File: config.mk
export PLATFORM = sky130hd
export DESIGN_NAME = cursor_list_with_undo_delete
export DESIGN_NICKNAME = d
export VERILOG_FILES = /design/src/cldl_pkg.sv /design/src/cldl_undo_cell.sv /design/src/cldl_undo_chain.sv /design/src/cldl_link_ram.sv /design/src/cursor_list_with_undo_delete.sv
export SDC_FILE = /design/constraint.sdc
export NUM_CORES = 2
export LEC_CHECK = 0
export ABC_AREA = 0
export BUFFER_PORTS_ARGS = -buffer_cell sky130_fd_sc_hd__buf_2
export CORE_UTILIZATION = 50
export DETAILED_ROUTE_END_ITERATION = 10
export GPL_TIMING_DRIVEN = 0
export MAX_ROUTING_LAYER = met4
export PLACE_DENSITY = 0.66
export SLEW_MARGIN = 20
export SYNTH_ARGS = -nofsm -noshare
export SYNTH_HDL_FRONTEND = slang
export SYNTH_HIERARCHICAL = 1
export SYNTH_SLANG_ARGS = --single-unit
export TNS_END_PERCENT = 5
File: constraint.sdc
create_clock -name clk -period 29.3 [get_ports clk]
set_input_delay 2.93 -clock clk [delete_from_list [all_inputs] [get_ports clk]]
set_output_delay 2.93 -clock clk [all_outputs]
set_load 0.02 [all_outputs]
File: src/cldl_pkg.sv
`timescale 1ns / 1ps

package cldl_pkg;

    localparam int MAX_ROWS_DEF = 64;
    localparam int ROW_W        = 6;
    localparam int LINK_W       = 7;
    localparam int MAP_W        = 64;
    localparam int DEPTH_W      = 7;

    typedef logic [ROW_W-1:0]  row_t;
    typedef logic [LINK_W-1:0] link_t;

    // bit 6 of a link marks "no neighbour"
    localparam link_t LINK_NONE = 7'h40;

    localparam logic [2:0] OP_RESTART = 3'd0;
    localparam logic [2:0] OP_UP      = 3'd1;
    localparam logic [2:0] OP_DOWN    = 3'd2;
    localparam logic [2:0] OP_DELETE  = 3'd3;
    localparam logic [2:0] OP_RESTORE = 3'd4;

    localparam logic [1:0] ST_OK      = 2'd0;
    localparam logic [1:0] ST_END     = 2'd1;
    localparam logic [1:0] ST_REFUSED = 2'd2;
    localparam logic [1:0] ST_EMPTY   = 2'd3;

    localparam logic [1:0] CFG_ROW_COUNT = 2'd0;
    localparam logic [1:0] CFG_START_ROW = 2'd1;

    typedef enum logic [1:0] {
        S_IDLE,
        S_EXEC,
        S_DONE
    } state_t;

    typedef struct packed {
        logic [2:0] operation;
        logic [5:0] steps;
    } req_t;

    typedef struct packed {
        logic [5:0]         cursor;
        logic [MAP_W-1:0]   present_map;
        logic [DEPTH_W-1:0] undo_depth;
        logic [1:0]         status;
    } res_t;

    typedef struct packed {
        logic  hit;
        link_t link;
    } lnk_rd_t;

    typedef struct packed {
        logic push;
        logic pop;
    } shift_ctl_t;

    // link of a row that has not been rewritten since the last rebuild
    function automatic link_t dflt_next(row_t row, logic [DEPTH_W-1:0] n);
        logic [DEPTH_W-1:0] succ;
        succ = {1'b0, row} + 7'd1;
        return (succ < n) ? succ : LINK_NONE;
    endfunction

    function automatic link_t dflt_prev(row_t row, logic [DEPTH_W-1:0] n);
        logic [DEPTH_W-1:0] here;
        here = {1'b0, row};
        return (row != '0 && here < n) ? (here - 7'd1) : LINK_NONE;
    endfunction

    function automatic logic [MAP_W-1:0] full_mask(logic [DEPTH_W-1:0] n);
        logic [MAP_W-1:0] m;
        if (n[6])
        begin
            m = '1;
        end
        else
        begin
            m = (64'd1 << n[5:0]) - 64'd1;
        end
        return m;
    endfunction

endpackage

File: src/cldl_undo_cell.sv
`timescale 1ns / 1ps

module cldl_undo_cell (
    input  logic                 clk,
    input  cldl_pkg::shift_ctl_t ctl,
    input  cldl_pkg::row_t       from_above,
    input  cldl_pkg::row_t       from_below,
    output cldl_pkg::row_t       row
);

    cldl_pkg::row_t row_reg;

    always_ff @(posedge clk)
    begin
        if (ctl.push)
        begin
            row_reg <= from_above;
        end
        else if (ctl.pop)
        begin
            row_reg <= from_below;
        end
    end

    assign row = row_reg;

endmodule

File: src/cldl_undo_chain.sv
`timescale 1ns / 1ps

// LIFO as a row of cells: push moves every entry one cell down, pop one up
module cldl_undo_chain #(
    parameter int DEPTH = cldl_pkg::MAX_ROWS_DEF
) (
    input  logic                 clk,
    input  cldl_pkg::shift_ctl_t ctl,
    input  cldl_pkg::row_t       push_row,
    output cldl_pkg::row_t       top_row
);

    cldl_pkg::row_t cell_q     [DEPTH];
    cldl_pkg::row_t cell_above [DEPTH];
    cldl_pkg::row_t cell_below [DEPTH];

    genvar i;
    generate
        for (i = 0; i < DEPTH; i++)
        begin : g_cell
            if (i == 0)
            begin : g_top
                assign cell_above[i] = push_row;
            end
            else
            begin : g_inner_a
                assign cell_above[i] = cell_q[i-1];
            end

            if (i == DEPTH - 1)
            begin : g_bottom
                assign cell_below[i] = '0;
            end
            else
            begin : g_inner_b
                assign cell_below[i] = cell_q[i+1];
            end

            cldl_undo_cell u_cell (
                .clk        (clk),
                .ctl        (ctl),
                .from_above (cell_above[i]),
                .from_below (cell_below[i]),
                .row        (cell_q[i])
            );
        end
    endgenerate

    assign top_row = cell_q[0];

endmodule

File: src/cldl_link_ram.sv
`timescale 1ns / 1ps

// One link table. Valid bits mark entries rewritten since the last rebuild;
// the owner substitutes the rebuilt chain value on a miss.
module cldl_link_ram #(
    parameter int DEPTH = cldl_pkg::MAX_ROWS_DEF,
    parameter int AW    = 6
) (
    input  logic              clk,
    input  logic              rst_n,
    input  logic              clear,
    input  logic              wr_en,
    input  logic [AW-1:0]     wr_addr,
    input  cldl_pkg::link_t   wr_data,
    input  logic [AW-1:0]     rd_addr,
    output cldl_pkg::lnk_rd_t rd
);

    cldl_pkg::link_t link_mem [DEPTH];
    logic [DEPTH-1:0] vld_reg;
    cldl_pkg::link_t  rd_link_reg;
    logic             rd_hit_reg;

    always_ff @(posedge clk)
    begin
        if (wr_en)
        begin
            link_mem[wr_addr] <= wr_data;
        end
        rd_link_reg <= link_mem[rd_addr];
    end

    always_ff @(posedge clk or negedge rst_n)
    begin
        if (!rst_n)
        begin
            vld_reg    <= '0;
            rd_hit_reg <= 1'b0;
        end
        else
        begin
            if (clear)
            begin
                vld_reg <= '0;
            end
            else if (wr_en)
            begin
                vld_reg[wr_addr] <= 1'b1;
            end
            rd_hit_reg <= vld_reg[rd_addr];
        end
    end

    assign rd = '{hit: rd_hit_reg, link: rd_link_reg};

endmodule

File: src/cursor_list_with_undo_delete.sv
`timescale 1ns / 1ps

// Restart, delete, restore and unused codes pass through the exec state once, then strobe done;
// up/down stay in exec for each link walked (one link per cycle through the link RAM), then strobe done.
// Handshake: busy drops the cycle after done; no new request is taken while busy is high.
// Results appear on done for one cycle only; the receiver cannot stall them.
// Reset: full list of MAX_ROWS rows, cursor on row 0, undo stack empty, no clearing pass needed.
module cursor_list_with_undo_delete #(
    parameter int MAX_ROWS = cldl_pkg::MAX_ROWS_DEF
) (
    input  logic             clk,
    input  logic             rst_n,
    input  logic             start,
    output logic             busy,
    input  cldl_pkg::req_t   request,
    output logic             done,
    output cldl_pkg::res_t   result,
    input  logic             cfg_valid,
    output logic             cfg_ready,
    input  logic [1:0]       cfg_index,
    input  logic [6:0]       cfg_data
);

    localparam int AW = (MAX_ROWS > 1) ? $clog2(MAX_ROWS) : 1;
    localparam logic [6:0] MAX_N = 7'(MAX_ROWS);

    cldl_pkg::state_t state_reg, state_next;

    logic [2:0]      op_reg, op_next;
    logic [5:0]      steps_reg, steps_next;
    cldl_pkg::row_t  cursor_reg, cursor_next;
    logic [63:0]     present_reg, present_next;
    logic [6:0]      depth_reg, depth_next;
    logic [1:0]      status_reg, status_next;
    logic [6:0]      n_reg, n_next;
    logic [6:0]      row_count_reg;
    cldl_pkg::row_t  start_row_reg;
    cldl_pkg::row_t  rd_addr, rd_addr_reg;

    cldl_pkg::lnk_rd_t nxt_rd, prv_rd;
    cldl_pkg::link_t   cur_next_link, cur_prev_link, move_link;

    logic            lnk_clear;
    logic            next_wr_en, prev_wr_en;
    cldl_pkg::row_t  next_wr_addr, prev_wr_addr;
    cldl_pkg::link_t next_wr_data, prev_wr_data;

    cldl_pkg::shift_ctl_t stk_ctl;
    cldl_pkg::row_t       stk_top;

    logic [6:0]     n_clamp, n_less1;
    cldl_pkg::row_t start_clamp;
    logic           is_move;

    assign n_clamp = (row_count_reg < 7'd2) ? 7'd2 :
                     (row_count_reg > MAX_N) ? MAX_N : row_count_reg;
    assign n_less1 = n_clamp - 7'd1;
    assign start_clamp = ({1'b0, start_row_reg} >= n_clamp) ? n_less1[5:0] : start_row_reg;

    assign cur_next_link = nxt_rd.hit ? nxt_rd.link : cldl_pkg::dflt_next(rd_addr_reg, n_reg);
    assign cur_prev_link = prv_rd.hit ? prv_rd.link : cldl_pkg::dflt_prev(rd_addr_reg, n_reg);
    assign is_move   = op_reg inside {cldl_pkg::OP_UP, cldl_pkg::OP_DOWN};
    assign move_link = (op_reg == cldl_pkg::OP_UP) ? cur_prev_link : cur_next_link;

    cldl_link_ram #(.DEPTH(MAX_ROWS), .AW(AW)) u_next_ram (
        .clk     (clk),
        .rst_n   (rst_n),
        .clear   (lnk_clear),
        .wr_en   (next_wr_en),
        .wr_addr (next_wr_addr[AW-1:0]),
        .wr_data (next_wr_data),
        .rd_addr (rd_addr[AW-1:0]),
        .rd      (nxt_rd)
    );

    cldl_link_ram #(.DEPTH(MAX_ROWS), .AW(AW)) u_prev_ram (
        .clk     (clk),
        .rst_n   (rst_n),
        .clear   (lnk_clear),
        .wr_en   (prev_wr_en),
        .wr_addr (prev_wr_addr[AW-1:0]),
        .wr_data (prev_wr_data),
        .rd_addr (rd_addr[AW-1:0]),
        .rd      (prv_rd)
    );

    cldl_undo_chain #(.DEPTH(MAX_ROWS)) u_undo (
        .clk      (clk),
        .ctl      (stk_ctl),
        .push_row (cursor_reg),
        .top_row  (stk_top)
    );

    // next state
    always_comb
    begin
        state_next = state_reg;
        case (state_reg)
            cldl_pkg::S_IDLE:
            begin
                if (start)
                begin
                    state_next = cldl_pkg::S_EXEC;
                end
            end
            cldl_pkg::S_EXEC:
            begin
                if (!(is_move && steps_reg != '0 && !move_link[6]))
                begin
                    state_next = cldl_pkg::S_DONE;
                end
            end
            cldl_pkg::S_DONE:
            begin
                state_next = cldl_pkg::S_IDLE;
            end
            default:
            begin
                state_next = cldl_pkg::S_IDLE;
            end
        endcase
    end

    // handshake outputs
    always_comb
    begin
        busy = (state_reg != cldl_pkg::S_IDLE);
        done = (state_reg == cldl_pkg::S_DONE);
    end

    // datapath and link table control
    always_comb
    begin
        op_next      = op_reg;
        steps_next   = steps_reg;
        cursor_next  = cursor_reg;
        present_next = present_reg;
        depth_next   = depth_reg;
        status_next  = status_reg;
        n_next       = n_reg;
        rd_addr      = cursor_reg;
        lnk_clear    = 1'b0;
        next_wr_en   = 1'b0;
        prev_wr_en   = 1'b0;
        next_wr_addr = cursor_reg;
        prev_wr_addr = cursor_reg;
        next_wr_data = cldl_pkg::LINK_NONE;
        prev_wr_data = cldl_pkg::LINK_NONE;
        stk_ctl      = '0;

        case (state_reg)
            cldl_pkg::S_IDLE:
            begin
                // restore needs the links of the row it brings back
                rd_addr = (request.operation == cldl_pkg::OP_RESTORE) ? stk_top : cursor_reg;
                if (start)
                begin
                    op_next     = request.operation;
                    steps_next  = request.steps;
                    status_next = cldl_pkg::ST_OK;
                end
            end
            cldl_pkg::S_EXEC:
            begin
                if (op_reg == cldl_pkg::OP_RESTART)
                begin
                    n_next       = n_clamp;
                    present_next = cldl_pkg::full_mask(n_clamp);
                    depth_next   = '0;
                    cursor_next  = start_clamp;
                    lnk_clear    = 1'b1;
                end
                else if (is_move)
                begin
                    if (steps_reg != '0)
                    begin
                        if (move_link[6])
                        begin
                            status_next = cldl_pkg::ST_END;
                        end
                        else
                        begin
                            cursor_next = move_link[5:0];
                            steps_next  = steps_reg - 6'd1;
                            rd_addr     = move_link[5:0];
                        end
                    end
                end
                else if (op_reg == cldl_pkg::OP_DELETE)
                begin
                    if (cur_prev_link[6] && cur_next_link[6])
                    begin
                        status_next = cldl_pkg::ST_REFUSED;
                    end
                    else
                    begin
                        stk_ctl.push = 1'b1;
                        depth_next   = depth_reg + 7'd1;
                        present_next = present_reg & ~(64'd1 << cursor_reg);
                        // next[p] <= nx covers both the middle and the last-row case
                        next_wr_en   = !cur_prev_link[6];
                        next_wr_addr = cur_prev_link[5:0];
                        next_wr_data = cur_next_link;
                        prev_wr_en   = !cur_next_link[6];
                        prev_wr_addr = cur_next_link[5:0];
                        prev_wr_data = cur_prev_link;
                        cursor_next  = cur_next_link[6] ? cur_prev_link[5:0]
                                                        : cur_next_link[5:0];
                    end
                end
                else if (op_reg == cldl_pkg::OP_RESTORE)
                begin
                    if (depth_reg == '0)
                    begin
                        status_next = cldl_pkg::ST_EMPTY;
                    end
                    else
                    begin
                        stk_ctl.pop  = 1'b1;
                        depth_next   = depth_reg - 7'd1;
                        present_next = present_reg | (64'd1 << stk_top);
                        next_wr_en   = !cur_prev_link[6];
                        next_wr_addr = cur_prev_link[5:0];
                        next_wr_data = {1'b0, stk_top};
                        prev_wr_en   = !cur_next_link[6];
                        prev_wr_addr = cur_next_link[5:0];
                        prev_wr_data = {1'b0, stk_top};
                    end
                end
            end
            cldl_pkg::S_DONE:
            begin
            end
            default:
            begin
            end
        endcase
    end

    always_ff @(posedge clk or negedge rst_n)
    begin
        if (!rst_n)
        begin
            state_reg   <= cldl_pkg::S_IDLE;
            op_reg      <= cldl_pkg::OP_RESTART;
            steps_reg   <= '0;
            cursor_reg  <= '0;
            present_reg <= cldl_pkg::full_mask(MAX_N);
            depth_reg   <= '0;
            status_reg  <= cldl_pkg::ST_OK;
            n_reg       <= MAX_N;
            rd_addr_reg <= '0;
        end
        else
        begin
            state_reg   <= state_next;
            op_reg      <= op_next;
            steps_reg   <= steps_next;
            cursor_reg  <= cursor_next;
            present_reg <= present_next;
            depth_reg   <= depth_next;
            status_reg  <= status_next;
            n_reg       <= n_next;
            rd_addr_reg <= rd_addr;
        end
    end

    assign cfg_ready = 1'b1;

    // registers only take effect at the next restart
    always_ff @(posedge clk or negedge rst_n)
    begin
        if (!rst_n)
        begin
            row_count_reg <= 7'd64;
            start_row_reg <= '0;
        end
        else if (cfg_valid && cfg_ready)
        begin
            case (cfg_index)
                cldl_pkg::CFG_ROW_COUNT: row_count_reg <= cfg_data;
                cldl_pkg::CFG_START_ROW: start_row_reg <= cfg_data[5:0];
                default:
                begin
                end
            endcase
        end
    end

    assign result = '{cursor:      cursor_reg,
                      present_map: present_reg,
                      undo_depth:  depth_reg,
                      status:      status_reg};

    a_depth_bound: assert property (@(posedge clk) disable iff (!rst_n)
        depth_reg < MAX_N)
        else $error("undo depth reached the row limit");

    a_cursor_live: assert property (@(posedge clk) disable iff (!rst_n)
        (state_reg == cldl_pkg::S_IDLE) |-> present_reg[cursor_reg])
        else $error("cursor sits on a deleted row");

    a_list_nonempty: assert property (@(posedge clk) disable iff (!rst_n)
        present_reg != '0)
        else $error("list lost its last row");

    a_done_single: assert property (@(posedge clk) disable iff (!rst_n)
        done |=> !done)
        else $error("result strobe held for more than one cycle");

    a_refuse_keeps: assert property (@(posedge clk) disable iff (!rst_n)
        (done && status_reg == cldl_pkg::ST_REFUSED) |->
            (depth_reg == $past(depth_reg) && present_reg == $past(present_reg)))
        else $error("refused delete changed the list");

endmodule
Word-level counts from Yosys, hierarchy flattened
Memory sizes are Yosys's and may differ from the RTL's. A register that Yosys moved wholly into a read port is not among the register bits.
Cells that the tools add are included.
{"block": "word_totals", "ff_bits": 630, "ram_bits": 896, "inputBits": 22, "n_memories": 2}
{"block": "classes", "n_addsub": 7, "order_cmp": 10, "eq_ne": 23, "shift": 3, "mux": 245, "n_bitwise": 5, "n_reduce_logical": 32}
{"memory": "u_next_ram.link_mem", "words": 64, "word_bits": 7, "read_ports": 1, "rd_clocked_by_memory_dff": 1, "wr": 1, "line_no": "cldl_link_ram.sv:19", "rtl": "cldl_pkg::link_t link_mem [DEPTH];"}
{"memory": "u_prev_ram.link_mem", "words": 64, "word_bits": 7, "read_ports": 1, "rd_clocked_by_memory_dff": 1, "wr": 1, "line_no": "cldl_link_ram.sv:19"}
{"op": "$mux W6", "count": 158}
{"op": "$mux W64", "count": 11}
{"op": "$or A64 B64 Y64", "count": 3}
{"op": "$shl A1 B6 Y64 const A", "count": 3}
{"op": "$mux W7", "count": 25}
{"op": "$and A64 B64 Y64", "count": 1}
{"op": "$not A64 Y64", "count": 1}
{"op": "$sub A64 B1 Y64 const B", "count": 1}
{"op": "$mux W1", "count": 29}
{"op": "$mux W2", "count": 14}
{"op": "$pmux W6 S2", "count": 2}
{"op": "$lt A6 B7 Y1 const B", "count": 3}
{"op": "$ne A3 B3 Y1 const B", "count": 5}
{"op": "$bmux W1 S6", "count": 2}
{"op": "$demux W1 S6", "count": 2}
{"op": "$ge A6 B1 Y1 const B", "count": 2}
{"op": "$ne A2 B2 Y1 const B", "count": 6}
{"op": "$ne A4 B4 Y1 const B", "count": 3}
{"op": "$reduce_bool A2 Y1", "count": 6}
{"op": "$reduce_bool A6 Y1", "count": 2}
{"op": "$sub A6 B1 Y6 const B", "count": 2}
{"op": "$reduce_and A2 Y1", "count": 5}
{"op": "$pmux W2 S2", "count": 2}
{"op": "$reduce_and A8 Y1", "count": 1}
{"op": "other kinds (24)", "count": 36}

Longest topological paths before layout
{"block": "logic_depth", "depth_word": 17, "depth_mapped": 23}

Modules after synthesis
The synthesis kept the hierarchy.
{"module": "cldl_link_ram at u_prev_ram", "n_inst": 1, "cells_each": 1047, "area_per_inst_um2": 20292.0}
{"module": "cldl_link_ram at u_next_ram", "n_inst": 1, "cells_each": 1066, "area_per_inst_um2": 20246.9}
{"module": "cldl_undo_cell", "n_inst": 64, "cells_each": 14, "area_per_inst_um2": 287.8}
{"module": "cursor_list_with_undo_delete", "n_inst": 1, "cells_each": 1405, "area_per_inst_um2": 10505.1}
{"module": "cldl_undo_chain", "n_inst": 1, "cells_each": 1, "area_per_inst_um2": 3.8}

Worst setup path after synthesis
Ideal clock, no wire load.
{"block": "synth_timing", "path_type": "register to register", "start": "register rd_addr_reg[2]", "end": "register u_undo.g_cell[0].u_cell.row_reg[0] (data pin)", "setup_ps": 260, "t_arrival_ps": 9601, "required_ps": 29040, "setup_slack_ps": 19439, "stages_incl_launch_ff": 15, "n_path_buf": 3, "cell_sequence": "dfrtp_1 > clkbuf_1 > and3_1 > nand3_1 > xor2_1 > inv_1 > ha_1 > and3_1 > a221oi_1 > o221a_2 > and3b_1 > buf_2 > nor3_1 > buf_6 > mux2_4"}
{"element": "start, declared", "line_no": "cursor_list_with_undo_delete.sv:38", "rtl": "cldl_pkg::row_t rd_addr, rd_addr_reg;"}
{"element": "start signal, assigned", "line_no": "cursor_list_with_undo_delete.sv:264", "rtl": "rd_addr_reg <= rd_addr;"}
{"element": "end signal, assigned", "line_no": "cldl_undo_cell.sv:17", "rtl": "row_reg <= from_above;"}
{"element": "end signal, assigned", "line_no": "cldl_undo_cell.sv:21", "rtl": "row_reg <= from_below;"}
{"element": "end, declared", "line_no": "cldl_undo_cell.sv:11", "rtl": "cldl_pkg::row_t row_reg;"}

Worst setup path in the final report
{"block": "layout_timing", "start": "register rd_addr_reg[2]", "end": "register u_next_ram.rd_link_reg[4] (read register of u_next_ram.link_mem)"}
{"block": "layout_via", "elab_chain_cells": 10, "elab_cells_between_ends": 16, "classes_between": "add/sub (2); order compare (2); mux (10); reduce/logical (2)"}
{"element": "$add A6 B1 Y7, or another cell as far along", "line_no": "cldl_pkg.sv:62", "rtl": "succ = {1'b0, row} + 7'd1;"}
{"element": "$lt A7 B7 Y1 or $logic_and A1 B1 Y1 (tied branches)", "line_no": "cldl_pkg.sv:63, cldl_pkg.sv:69"}
{"element": "$mux W7, on equally long branches", "line_no": "cldl_pkg.sv:63, cldl_pkg.sv:69"}
{"element": "$mux W7, on equally long branches", "line_no": "cursor_list_with_undo_delete.sv:60, cursor_list_with_undo_delete.sv:61"}
{"element": "$mux W7 (*)", "line_no": "cursor_list_with_undo_delete.sv:63", "rtl": "assign move_link = (op_reg == cldl_pkg::OP_UP) ? cur_prev_link : cur_next_link;"}
{"element": "$mux W6 (*) (2 in series)"}
{"element": "$mux W6 (*)", "line_no": "cursor_list_with_undo_delete.sv:173", "rtl": "else if (is_move)"}
{"element": "$mux W6 (*)", "line_no": "cursor_list_with_undo_delete.sv:165", "rtl": "if (op_reg == cldl_pkg::OP_RESTART)"}
{"element": "$pmux W6 S2 (*)", "line_no": "cursor_list_with_undo_delete.sv:151", "rtl": "case (state_reg)"}
{"element": "named net rd_addr[1]", "line_no": "cursor_list_with_undo_delete.sv:38"}
{"element": "end, declared", "line_no": "cldl_link_ram.sv:21", "rtl": "cldl_pkg::link_t rd_link_reg;"}
The timed path passes the listed nets; every way through them passes the cells marked *.
A chain may end at the register's enable or synchronous reset.

==> flow_metrics.env <==
export IMPL_status="complete, no violations"
export IMPL_clock_latency_ns=0.79
export IMPL_ys_types=96
export IMPL_clk_path_buf_depth=3
export IMPL_cp_depth=21
export IMPL_stdcell_area_um2=78500
export IMPL_synth_edff_count=1280
export IMPL_nets=4779
export IMPL_min_to="present_reg[45]"
export IMPL_synth_yosys_warnings=6
export IMPL_cellPowerDensity_nw_per_um2=98.9
export IMPL_ir_drop_uv=66.5
export IMPL_cts_max_level=4
export IMPL_tns_ns=0
export IMPL_grt_pass1_vias=40900
export IMPL_netlist_instances=4415
export IMPL_crit_arrival_ns=8.10
export IMPL_critPathSlowestCell="o21ai_0"
export IMPL_critPathCaptureType="flip-flop"
export IMPL_start_util_pct=50.5
export IMPL_hp_start="present_reg[45]"
export IMPL_slew_headroom_pct=20.2
export IMPL_cpLargestDelayFamily="compound AO/OA/AOI/OAI gates"
export IMPL_io_pins=104
export IMPL_port_buffers=102
export IMPL_cp_cell_sequence="clkbuf_1 > and3_1 > nand3_1 > xor2_1 > inv_1 > ha_1 > and3_1 > a221oi_1 > o21ai_0 > o21ai_0 > o21ai_0 > a211oi_1 > a31oi_1 > o21ai_0 > buf_2 > buf_2 > buf_1 > mux4_2 > o21ai_0 > o32ai_1 > a32o_1"
export IMPL_worstReg2RegEnd="u_next_ram/rd_link_reg[4]"
export IMPL_post_cts_setup_buffers=0
export IMPL_finClkSkew_ns=0.0233
export IMPL_wl_per_cell_um=27.0
export IMPL_post_dp_hpwl_um=126000
export IMPL_clk_pin_slew_ns=0.07
export IMPL_period_share_pct=25.4
export IMPL_rows=136
export IMPL_maxSlewViolCount=0
export IMPL_numCtsBuffers=156
export IMPL_hp_class="reg -> reg"
export IMPL_finalWirelength_um=180000
export IMPL_antenna_left=0
export IMPL_startpoint_type="flip-flop"
export IMPL_leakagePower_nw=27.3
export IMPL_r2r_setup_slack_ns=21.86
export IMPL_synth_seq_cells=1540
export IMPL_grt_overflow=0
export IMPL_drtIter0Drc=5329
export IMPL_grt_usage_pct=26.4
export IMPL_chipWidth_um=375
export IMPL_core_area_um2=138000
export IMPL_drtPass1Iterations=8
export IMPL_cp_max_fo=10
export IMPL_grt_max_degree=89
export IMPL_crit_path_frequent_cell="o21ai_0"
export IMPL_r2r_cells=21
export IMPL_cts_sinks=1540
export IMPL_rsz0062_at_grt="false"
export IMPL_cts_hold_buffers=0
export IMPL_worst_pin_slew_ns=1.20
export IMPL_synthToLayoutAreaGrowth_pct=13.0
export IMPL_ys_flop_type="edfxtp_1"
export IMPL_async_reset_ff_share_pct=16.0
export IMPL_setup_violations=0
export IMPL_min_period_ns=7.44
export IMPL_placed_area_um2=73300
export IMPL_avgSynthCellArea_um2=15.7
export IMPL_vias=41400
export IMPL_crit_buf_inv=5
export IMPL_gp_congestion=1.02
export IMPL_drive_gt1_share_pct=27.2
export IMPL_cts_tree="yes"
export IMPL_drt_vias_per_instance=6.23
export IMPL_antenna_found_initial=4
export IMPL_die_area_um2=140000
export IMPL_whs_path_depth=2
export IMPL_syn_cell_area_um2=69500
export IMPL_critPathKind="reg -> reg"
export IMPL_cap_violations=0
export IMPL_cts_resized=0
export IMPL_drc=0
export IMPL_ys_seq_area_share_pct=64.7
export IMPL_grt_pass1_wl_um=269000
export IMPL_cts_root_buf="clkbuf_16"
export IMPL_fillers=10600
export IMPL_slowest_delay_ns=0.75
export IMPL_worstPathRequired_ns=29.96
export IMPL_max_freq_mhz=134
export IMPL_die_h_um=375
export IMPL_r2r_start="rd_addr_reg[2]"
export IMPL_hold_viol=0
-- final cells by class --
| type | count | area (µm²) | share of cell area [%] |
|---|---|---|---|
| Sequential cell | 1540 | 45000 | 57.3 |
| Multi-Input combinational cell | 2562 | 22800 | 29.0 |
| Clock buffer | 190 | 4130 | 5.25 |
| Tap cell | 1794 | 2240 | 2.86 |
| Buffer | 286 | 1880 | 2.39 |
| Timing Repair Buffer | 145 | 1390 | 1.76 |
| Clock inverter | 102 | 1030 | 1.31 |
| Inverter | 32 | 123 | 0.156 |
| Antenna cell | 3 | 7.51 | 0.00956 |
-- per-stage QoR --
step / worst slack (ns) / util, % / instances / hold WS, ns / power (mW)
5_1_grt: 21.28 / 57.0 / 6652 / 0.497 / 8.05
4_1_cts: 21.94 / 57.0 / 6651 / 0.482 / 7.76
6_report: 21.86 / 57.0 / 6654 / 0.482 / 7.77
3_5_place_dp: 22.00 / 53.3 / 6359 / 0.473 / 5.75
2_1_floorplan: 19.44 / - / 4420 / 0.450 / 4.71
3_3_place_gp: 15.43 / 52.5 / 6316 / 0.468 / 5.69
-- layout by cell type, fill, tap and decap left out, types with 32 or more instances in the layout --
cell type	n
nor2b_1	38
clkinv_2	32
a21oi_1	126
dfrtp_1	180
nand2b_1	37
buf_2	157
a22oi_1	38
mux4_2	244
buf_4	32
clkinv_1	33
nand3_1	60
nor2_1	503
o21ai_0	140
edfxtp_1	1280
nand2_1	218
clkbuf_16	159
buf_6	82
mux2_4	384
nor3_1	43
clkbuf_1	143
dfstp_2	66
mux2i_1	48
o22ai_1	76
ha_1	33
or2_1	66
-- cells in the mapped netlist, types with 22 or more instances --
cell / number / area [µm²]
edfxtp_1: 1280 / 38400
a21oi_1: 139 / 696
ha_1: 33 / 413
nand2_1: 218 / 818
buf_6: 81 / 912
nor2b_1: 38 / 238
nand3_1: 60 / 300
mux2_4: 384 / 5770
dfrtp_1: 180 / 4500
dfstp_2: 66 / 1730
xnor2_1: 26 / 228
clkbuf_1: 115 / 432
or2_1: 66 / 413
a21o_1: 22 / 165
xor2_1: 26 / 228
inv_1: 31 / 116
mux4_2: 244 / 5500
a22oi_1: 38 / 285
mux2i_1: 48 / 480
o21ai_1: 29 / 145
nor3_1: 51 / 255
nor2_1: 506 / 1900
o22ai_1: 76 / 475
nand2b_1: 37 / 231
buf_2: 55 / 275
o21ai_0: 142 / 711
or3_1: 25 / 156
-- how the worst max path moves through the flow --
stage | from | endpoint | slack [ns]
5_1_grt | rd_addr_reg[2] | u_next_ram/rd_link_reg[0] | 21.28
2_1_floorplan | rd_addr_reg[2] | u_undo/g_cell[0].u_cell/row[0] | 19.44
3_3_place_gp | rd_addr_reg[2] | u_undo/g_cell[62].u_cell/row[1] | 15.43
6_report | rd_addr_reg[2] | u_next_ram/rd_link_reg[4] | 21.86
3_5_place_dp | rd_addr_reg[2] | u_next_ram/rd_link_reg[4] | 22.00
4_1_cts | rd_addr_reg[2] | u_next_ram/rd_link_reg[4] | 21.94
-- layer usage --
| metal | up-vias | routed length (µm) | track usage (%) |
|---|---|---|---|
| met3 | 416 | 15700 | 4.68 |
| met1 | 21200 | 75000 | 36.3 |
| met4 | 0 | 7070 | 9.96 |
| met5 | - | 0 | - |
| li1 | 17700 | - | - |
| met2 | 2080 | 82100 | 39.5 |
-- power by group --
part	internal, mW	switching, mW	total [mW]
sequential	2.62	0.130	2.75
clock	1.16	0.850	2.01
combinational	1.16	1.85	3.01
total	4.94	2.83	7.77
-- cells by family (layout without fill, tap and decap cells) --
logic type	Yosys count	after routing	synth area share, %
adders and majority gates	34	34	0.623
xor gates and xnor gates	52	52	0.656
other	2	10	0.0108
and+or+nand+nor	1128	1128	7.64
DFF	1540	1540	64.7
AOI/OAI and AO/OA	632	632	5.78
muxes	709	709	17.7
buffers and inverters	318	755	2.88
-- worst register-to-register path, cell delays in order (launching register included) --
cell,delay [ns]
dfrtp_1,0.35
clkbuf_1,0.35
and3_1,0.28
nand3_1,0.12
xor2_1,0.20
inv_1,0.06
ha_1,0.29
and3_1,0.20
a221oi_1,0.44
o21ai_0,0.37
o21ai_0,0.75
o21ai_0,0.16
a211oi_1,0.26
a31oi_1,0.09
o21ai_0,0.75
buf_2,0.43
buf_2,0.40
buf_1,0.71
mux4_2,0.46
o21ai_0,0.18
o32ai_1,0.18
a32o_1,0.32
Note: power is estimated with default switching activity, not from simulation.
